`src/rtl/core/llc_pkg.sv`:
```
// Shared types, constants and the exp2 factor table for the LDR lux converter.
// Used by llc_ctrl, llc_dp and ldr_lux_converter; no other dependencies.
`default_nettype none

package llc_pkg;

    localparam int SPR_DEF      = 10;
    localparam int ADC_BITS_DEF = 12;

    localparam int IG_W      = 16;
    localparam int R0_W      = 24;
    localparam int RS_W      = 20;
    localparam int CFG_W     = 24;
    localparam int CFG_IDX_W = 2;
    localparam int LUX_W     = 32;
    localparam int STAT_W    = 2;
    localparam int OUT_TW    = 40;

    localparam int FRAC_BITS = 24;
    localparam int EXP_SHIFT = 38;
    localparam int STEP_W    = 5;

    localparam logic [IG_W-1:0] IG_RST = 16'd17165;
    localparam logic [R0_W-1:0] R0_RST = 24'd2701500;
    localparam logic [RS_W-1:0] RS_RST = 20'd10000;

    localparam logic [CFG_IDX_W-1:0] CFG_INV_GAMMA = 2'd0;
    localparam logic [CFG_IDX_W-1:0] CFG_DARK_REF  = 2'd1;
    localparam logic [CFG_IDX_W-1:0] CFG_SERIES    = 2'd2;

    localparam logic [STAT_W-1:0] ST_OK    = 2'd0;
    localparam logic [STAT_W-1:0] ST_EMPTY = 2'd1;
    localparam logic [STAT_W-1:0] ST_SAT   = 2'd2;

    // 12.0 in Q.38
    localparam logic [63:0] EXP_OFS = 64'd12 << EXP_SHIFT;

    typedef enum logic [3:0] {
        OP_NONE,
        OP_ACC,
        OP_DIFF,
        OP_PROD,
        OP_LOAD_N,
        OP_LOAD_D,
        OP_NORM,
        OP_LOG_INIT,
        OP_SQUARE,
        OP_LG_DIFF,
        OP_GAMMA,
        OP_EXP_INIT,
        OP_EXP_STEP,
        OP_OUT_RESULT,
        OP_OUT_EMPTY,
        OP_OUT_SAT
    } t_dp_op;

    typedef struct packed {
        t_dp_op              op;
        logic [STEP_W-1:0]   step;
        logic                zero_out;
    } t_dp_cmd;

    typedef struct packed {
        logic empty;
        logic den_zero;
        logic num_zero;
        logic norm_done;
        logic ip_neg;
        logic ip_big;
    } t_dp_stat;

    typedef logic [FRAC_BITS-1:0][31:0] t_fac_tab;

    // 2^(2^-(k+1)) in Q2.30, each the floor square root of the one before (the first of 2.0)
    function automatic t_fac_tab build_fac_tab();
        logic [63:0] c;
        logic [63:0] v;
        logic [63:0] r;
        logic [63:0] b;
        t_fac_tab    tab;
        c = 64'd1 << 31;
        for (int k = 0; k < FRAC_BITS; k++) begin
            v = c << 30;
            r = 64'd0;
            b = 64'd1 << 62;
            for (int j = 0; j < 32; j++) begin
                if (b > v) b = b >> 2;
            end
            for (int j = 0; j < 32; j++) begin
                if (b != 64'd0) begin
                    if (v >= r + b) begin
                        v = v - (r + b);
                        r = (r >> 1) + b;
                    end else begin
                        r = r >> 1;
                    end
                    b = b >> 2;
                end
            end
            c = r;
            tab[k] = c[31:0];
        end
        return tab;
    endfunction

    localparam t_fac_tab FAC_TAB = build_fac_tab();

endpackage

`default_nettype wire

```
`src/rtl/core/llc_ctrl.sv`:
```
// Sequencer of the LDR lux converter: group counting, handshakes, datapath steps.
// Uses llc_pkg command and status types; drives llc_dp.
`default_nettype none

module llc_ctrl #(
    parameter int SPR = llc_pkg::SPR_DEF
) (
    input  wire logic              i_clk,
    input  wire logic              i_rst_n,
    input  wire logic              i_s_tvalid,
    output      logic              o_s_tready,
    output      logic              o_m_tvalid,
    input  wire logic              i_m_tready,
    input  wire llc_pkg::t_dp_stat i_stat,
    output      llc_pkg::t_dp_cmd  o_cmd
);

    localparam int IDX_W = (SPR > 1) ? $clog2(SPR) : 1;
    localparam logic [llc_pkg::STEP_W-1:0] LAST_STEP =
        llc_pkg::STEP_W'(llc_pkg::FRAC_BITS - 1);

    typedef enum logic [3:0] {
        S_ACC, S_DIFF, S_PROD, S_CHECK, S_LOAD, S_NORM, S_SQ,
        S_LGDIFF, S_GAMMA, S_RANGE, S_EXP, S_FIN, S_OUT
    } t_state;

    t_state                     r_state, n_state;
    logic [IDX_W-1:0]           r_idx, n_idx;
    logic [llc_pkg::STEP_W-1:0] r_step, n_step;
    logic                       r_second, n_second;
    logic                       r_zero, n_zero;
    logic                       r_valid, n_valid;
    logic                       in_beat;

    assign in_beat = i_s_tvalid && (r_state == S_ACC);

    always_comb begin
        n_state  = r_state;
        n_idx    = r_idx;
        n_step   = r_step;
        n_second = r_second;
        n_zero   = r_zero;
        n_valid  = r_valid;
        o_cmd.op       = llc_pkg::OP_NONE;
        o_cmd.step     = r_step;
        o_cmd.zero_out = r_zero;
        unique case (r_state)
            S_ACC: begin
                if (in_beat) begin
                    o_cmd.op = llc_pkg::OP_ACC;
                    if (r_idx == IDX_W'(SPR - 1)) begin
                        n_idx   = '0;
                        n_state = S_DIFF;
                    end else begin
                        n_idx = r_idx + IDX_W'(1);
                    end
                end
            end
            S_DIFF: begin
                o_cmd.op = llc_pkg::OP_DIFF;
                n_state  = S_PROD;
            end
            S_PROD: begin
                o_cmd.op = llc_pkg::OP_PROD;
                n_state  = S_CHECK;
            end
            S_CHECK: begin
                n_second = 1'b0;
                n_zero   = 1'b0;
                if (i_stat.empty) begin
                    o_cmd.op = llc_pkg::OP_OUT_EMPTY;
                    n_valid  = 1'b1;
                    n_state  = S_OUT;
                end else if (i_stat.den_zero) begin
                    o_cmd.op = llc_pkg::OP_OUT_SAT;
                    n_valid  = 1'b1;
                    n_state  = S_OUT;
                end else if (i_stat.num_zero) begin
                    n_zero  = 1'b1;
                    n_state = S_FIN;
                end else begin
                    n_state = S_LOAD;
                end
            end
            S_LOAD: begin
                o_cmd.op = r_second ? llc_pkg::OP_LOAD_D : llc_pkg::OP_LOAD_N;
                n_state  = S_NORM;
            end
            S_NORM: begin
                // shift up until the leading one reaches the top bit
                if (i_stat.norm_done) begin
                    o_cmd.op = llc_pkg::OP_LOG_INIT;
                    n_step   = '0;
                    n_state  = S_SQ;
                end else begin
                    o_cmd.op = llc_pkg::OP_NORM;
                end
            end
            S_SQ: begin
                o_cmd.op = llc_pkg::OP_SQUARE;
                n_step   = r_step + llc_pkg::STEP_W'(1);
                if (r_step == LAST_STEP) begin
                    n_second = 1'b1;
                    n_state  = r_second ? S_LGDIFF : S_LOAD;
                end
            end
            S_LGDIFF: begin
                o_cmd.op = llc_pkg::OP_LG_DIFF;
                n_state  = S_GAMMA;
            end
            S_GAMMA: begin
                o_cmd.op = llc_pkg::OP_GAMMA;
                n_state  = S_RANGE;
            end
            S_RANGE: begin
                if (i_stat.ip_big) begin
                    o_cmd.op = llc_pkg::OP_OUT_SAT;
                    n_valid  = 1'b1;
                    n_state  = S_OUT;
                end else if (i_stat.ip_neg) begin
                    n_zero  = 1'b1;
                    n_state = S_FIN;
                end else begin
                    o_cmd.op = llc_pkg::OP_EXP_INIT;
                    n_step   = '0;
                    n_state  = S_EXP;
                end
            end
            S_EXP: begin
                o_cmd.op = llc_pkg::OP_EXP_STEP;
                n_step   = r_step + llc_pkg::STEP_W'(1);
                if (r_step == LAST_STEP) n_state = S_FIN;
            end
            S_FIN: begin
                o_cmd.op = llc_pkg::OP_OUT_RESULT;
                n_valid  = 1'b1;
                n_state  = S_OUT;
            end
            S_OUT: begin
                if (i_m_tready) begin
                    n_valid = 1'b0;
                    n_state = S_ACC;
                end
            end
            default: n_state = S_ACC;
        endcase
    end

    always_ff @(posedge i_clk) begin
        if (!i_rst_n) begin
            r_state  <= S_ACC;
            r_idx    <= '0;
            r_step   <= '0;
            r_second <= 1'b0;
            r_zero   <= 1'b0;
            r_valid  <= 1'b0;
        end else begin
            r_state  <= n_state;
            r_idx    <= n_idx;
            r_step   <= n_step;
            r_second <= n_second;
            r_zero   <= n_zero;
            r_valid  <= n_valid;
        end
    end

    assign o_s_tready = (r_state == S_ACC);
    assign o_m_tvalid = r_valid;

endmodule

`default_nettype wire

```
`config.mk`:
```
export PLATFORM = sky130hd
export DESIGN_NAME = llc_ctrl
export DESIGN_NICKNAME = d
export VERILOG_FILES = /design/src/rtl/core/llc_pkg.sv /design/src/rtl/core/llc_ctrl.sv
export SDC_FILE = /design/constraint.sdc
export NUM_CORES = 1
export LEC_CHECK = 0
export ABC_CLOCK_PERIOD_IN_PS = 1400
export BUFFER_PORTS_ARGS = -buffer_cell sky130_fd_sc_hd__buf_2
export CAP_MARGIN = 20
export CELL_PAD_IN_SITES_DETAIL_PLACEMENT = 0
export CELL_PAD_IN_SITES_GLOBAL_PLACEMENT = 1
export CORE_MARGIN = 2
export CORE_UTILIZATION = 40
export CTS_CLUSTER_DIAMETER = 50
export DETAILED_ROUTE_END_ITERATION = 7
export GPL_ROUTABILITY_DRIVEN = 1
export PLACE_DENSITY_LB_ADDON = 0.05
export SETUP_SLACK_MARGIN = 0.4
export SYNTH_ARGS = -nofsm -noshare
export SYNTH_HDL_FRONTEND = slang
export SYNTH_SLANG_ARGS = --single-unit
```
`constraint.sdc`:
```
create_clock -name i_clk -period 1.4 [get_ports i_clk]
set_input_delay 0.14 -clock i_clk [delete_from_list [all_inputs] [get_ports i_clk]]
set_output_delay 0.14 -clock i_clk [all_outputs]
set_load 0.1 [all_outputs]
```
# == Word-level counts from Yosys, hierarchy flattened ==
# Cells that the tools add are included.
# op_classes
eq_ne,25
add_sub_neg,2
muxes,39
reduce_logical,13
# op_table
op,count
two-way mux 4 bit,14
one-hot mux 4 bit (13 select lines),1
one-hot mux 4 bit (12 select lines),1
"equality test 4 bit, second input constant",6
"equality test 4 x 3 -> 1 bit, second input constant",4
"!= test 2 bit, second input constant",8
two-way mux 5 bit,3
one-hot mux 5 bit (3 select lines),1
two-way mux 1 bit,14
"equality test 4 x 2 -> 1 bit, second input constant",2
AND reduction 4 bit,2
AND reduction 6 bit,1
"adder 5 x 1 -> 5 bit, second input constant",1
"equality test 5 bit, second input constant",1
"adder 4 x 1 -> 4 bit, second input constant",1
"equality test 4 x 1 -> 1 bit, second input constant",1
logical NOT 4 bit,1
"!= test 2 x 1 -> 1 bit, second input constant",2
one-hot mux 1 bit (2 select lines),2
one-hot mux 1 bit (4 select lines),1
AND reduction 2 bit,2
nonzero test 2 bit,2
nonzero test 4 bit,1
two-way mux 3 bit,1
6 further kinds,6
# word_totals
input_bits,10
ff_bits,16

# == Longest topological paths before layout ==
# depth
ltp_word,4
mapped_depth,6
mapped_depth_nobuf,5

# == Worst setup path before layout ==
# No wires, ideal clock.
# synth_timing
kind,register -> output
from,reg r_state[3]
to,out o_cmd[6] in the netlist's numbering
required_time_ns,1.260
slack_ns,-1.902
path_buffers,3
t_arrival_ns,3.162
stages_incl_launch_ff,6
cell_sequence,dfxtp_1 -> buf_2 -> buf_2 -> buf_2 -> a31oi_1 -> o31ai_1
# synth_lines
item,line,text
"start, declared",llc_ctrl.sv:27,"t_state r_state, n_state;"
"start signal, assigned",llc_ctrl.sv:158,r_state <= n_state;
"end, declared",llc_ctrl.sv:15,output llc_pkg::t_dp_cmd o_cmd

==> results.sh <==
export IMPL_antenna_cells=0
export IMPL_slew_viol_final=0
export IMPL_grt_util_met3_pct=2.84
export IMPL_grt_pass1_wl_um=6670
export IMPL_globalRoute_busiestLayer="met2"
export IMPL_status="finished with violations"
export IMPL_total_power_uw=806
export IMPL_failed_checks="negative setup slack"
export IMPL_drive_gt1_share_pct=60.5
export IMPL_slew_headroom_pct=77.4
export IMPL_synthCells=149
export IMPL_pre_cts_slack_ps=-98.9
export IMPL_vdd_ir_drop_max_v=0.000324
export IMPL_antenna_found_initial=0
export IMPL_grt_max_degree=19
export IMPL_die_area_um2=3510
export IMPL_synthDistinctLibCells=53
export IMPL_drv_cap=0
export IMPL_swShare_pct=27.2
export IMPL_power_density_nw_per_um2=367
export IMPL_cts_sinks=16
export IMPL_grt_usage_pct=25.3
export IMPL_pwr_share_comb_pct=12.0
export IMPL_final_hold_violation_count=0
export IMPL_use_met1_pct=28.2
export IMPL_ios=22
export IMPL_drc=0
export IMPL_ant_nets=0
export IMPL_max_freq_mhz=581
export IMPL_instances_no_fill=238
export IMPL_fin_skew_ps=8.22
export IMPL_port_buffers=21
export IMPL_syn_cell_area_um2=1220
export IMPL_clockRootBuffer="clkbuf_4"
export IMPL_ys_warn_count=0
export IMPL_synth_area_leader_cell="dfxtp_1"
export IMPL_hpwl_um=2780
export IMPL_grt_pass1_vias=1459
export IMPL_gp_congestion=0.907
export IMPL_die_w_um=59.3
export IMPL_finalCritPeriodShare_pct=123
export IMPL_area_sequential_um2=357
export IMPL_cts_tree="done"
export IMPL_nFillCells=206
export IMPL_clk_pin_slew_ps=100
export IMPL_clk_latency_ps=290
export IMPL_clockBufferDepth=2
export IMPL_synth_seq_area_share_pct=26.2
export IMPL_num_vias=1397
export IMPL_finish_net_count=217
export IMPL_holdWs_ps=195
export IMPL_placedCellCount=220
export IMPL_p_seq_share_pct=56.1
export IMPL_final_setup_worst_slack_ps=-320
export IMPL_numCtsBuffers=3
export IMPL_grt_ovfl_total=0
export IMPL_synth_edf_count=0
export IMPL_p_leak_uw=0.000850
export IMPL_drt_total_wl_um=3990
export IMPL_power_switching_uw=219
export IMPL_startpoint_type="register"
export IMPL_vias_per_cell=5.87
export IMPL_p_int_uw=587
export IMPL_gr_usage_met2_pct=47.6
export IMPL_synthFlopType="dfxtp_1"
export IMPL_async_reset_ff_share_pct=0
export IMPL_die_h_um=59.3
export IMPL_drt_pass1_iter_count=4
export IMPL_routedWlPerCell_um=16.8
export IMPL_hold_path_class="in -> reg"
export IMPL_synth_ff_latch_count=16
export IMPL_crit_required_ps=1260
export IMPL_worstPathArrival_ps=1580
export IMPL_yosysTopAreaCellShare_pct=26.2
export IMPL_worst_pin_slew_ps=339
export IMPL_syn_avg_cell_area_um2=8.20
export IMPL_min_period_ps=1720
export IMPL_pwr_share_clk_pct=31.9
export IMPL_finalSetupViolCount=10
export IMPL_netlist_top_cells_area="dfxtp_1 (26%), nor2b_1 (5.6%), nor3b_1 (4.3%)"
export IMPL_initial_utilization_pct=41.0
export IMPL_core_um2=2980
export IMPL_rows=20
export IMPL_synth_nets=160
export IMPL_drtIter0Drc=41
export IMPL_cts_htree_levels=1
export IMPL_endpoint_kind="output port"
export IMPL_rsz0062_at_grt="yes"
export IMPL_area_growth_pct=79.7
export IMPL_finalSetupTns_ps=-1560
export IMPL_crit_path_max_fanout=5
export IMPL_crit_type="reg -> out"
export IMPL_multiInputGateArea_um2=1080
[worst max-delay path: stages (launching register included)]
cell and delay [ps]:
dfxtp_4 370, buf_6 120, inv_4 60, a211oi_2 60, a2111o_1 390, o31ai_4 80
buf_12 210
[power groups by stage]
stage,clock [uW],combinational (uW),sequential (uW)
finish,257,96.5,452
global route,285,105,453
CTS,269,94.6,453
detailed placement,0,89.4,467
global placement,0,88.4,467
floorplan,0,52.0,466
[cell type report]
class | count | area share (%)
Clock buffer | 3 | 1.03
Sequential cell | 16 | 16.2
Multi-Input combinational cell | 116 | 49.0
Clock inverter | 1 | 0.171
Timing Repair Buffer | 64 | 30.6
Inverter | 5 | 1.08
Tap cell | 33 | 1.88
[registers in the layout (all words and copies together), names as in the netlist]
signal	flops
r_idx	4
r_second	1
r_step	5
o_m_tvalid	1
r_zero	1
r_state	4
[logic make-up after synthesis]
| group | count (synthesis) | share of synthesized area (%) |
|---|---|---|
| mux | 2 | 1.64 |
| simple gates | 62 | 32.0 |
| flops | 16 | 26.2 |
| compound gates | 49 | 30.3 |
| buf+inv | 17 | 7.38 |
| xor+xnor | 2 | 1.43 |
| fa+ha+maj | 1 | 1.02 |
[worst paths after layout]
path / slack (ps) / startpoint / endpoint / depth (start not counted)
setup / recovery: -320 / r_state[1]$_SDFFE_PN0P_ / o_cmd[6] / 6
hold / removal: 200 / i_m_tready / o_m_tvalid$_SDFFE_PN0P_ / 3
setup reg to reg: -130 / r_state[0]$_SDFFE_PN0P_ / r_idx[2]$_SDFFE_PN0P_ / 6
hold reg to reg: 540 / r_idx[3]$_SDFFE_PN0P_ / r_idx[3]$_SDFFE_PN0P_ / 2
[placed cells by master (no fill, tap or decap), types with 2 or more instances in the layout]
cell type,instances
o21ai_0,3
and2_1,3
nand2b_1,2
buf_12,14
nand3b_1,3
nor2b_4,2
buf_6,10
nor3b_4,2
dfxtp_2,2
nand2_1,6
a21oi_2,2
xnor2_1,2
a31oi_1,3
dfxtp_1,5
clkbuf_4,3
buf_2,9
dfxtp_4,9
nand3_1,2
o21ai_1,4
o221a_2,3
nor3b_2,2
nor3_1,2
nor2b_2,3
nor2b_1,6
nor2_1,5
mux2i_1,2
inv_1,3
buf_4,31
and3_1,3
nor2_4,2
o311a_1,2
o21ai_2,4
nor3b_1,3
nand4b_1,2
o21a_1,2
nand4_1,2
inv_4,2
a21boi_1,2
[what timing repair did]
item	in CTS	in global routing
setup buffers	10	4
gates cloned	0	0
resized for setup	64	16
hold buffers	0	0
pin swaps	14	7
endpoints found under the setup margin	28	28
[layer usage]
metal | up-vias | share of wire (%)
met5 | - | 0
met4 | 0 | 4.0
met3 | 19 | 3.6
met2 | 39 | 52
met1 | 669 | 41
li1 | 670 | -
[per-stage QoR]
stage | utilization [%] | cell area [um2]
after floorplan | - | 1420
after global placement | 59.6 | 1770
after detailed placement | 59.6 | 1770
after CTS | 70.7 | 2100
after global routing | 73.7 | 2190
final | 73.7 | 2190
[Yosys cell counts, types with 2 or more instances]
| cell type | instances |
|---|---|
| a211oi_1 | 2 |
| a21boi_0 | 3 |
| a21oi_1 | 4 |
| a31oi_1 | 3 |
| and2_1 | 4 |
| and3_1 | 4 |
| buf_2 | 6 |
| buf_4 | 3 |
| dfxtp_1 | 16 |
| inv_1 | 5 |
| mux2i_1 | 2 |
| nand2_1 | 8 |
| nand2b_1 | 3 |
| nand3_1 | 3 |
| nand3b_1 | 3 |
| nand4_1 | 2 |
| nand4b_1 | 2 |
| nor2_1 | 7 |
| nor2b_1 | 11 |
| nor3_1 | 3 |
| nor3b_1 | 7 |
| o21a_1 | 2 |
| o21ai_0 | 10 |
| o221a_2 | 3 |
| o311a_1 | 2 |
| o31ai_1 | 2 |
| o32ai_1 | 2 |
| xnor2_1 | 2 |
Power figures use the tool's default switching activity.
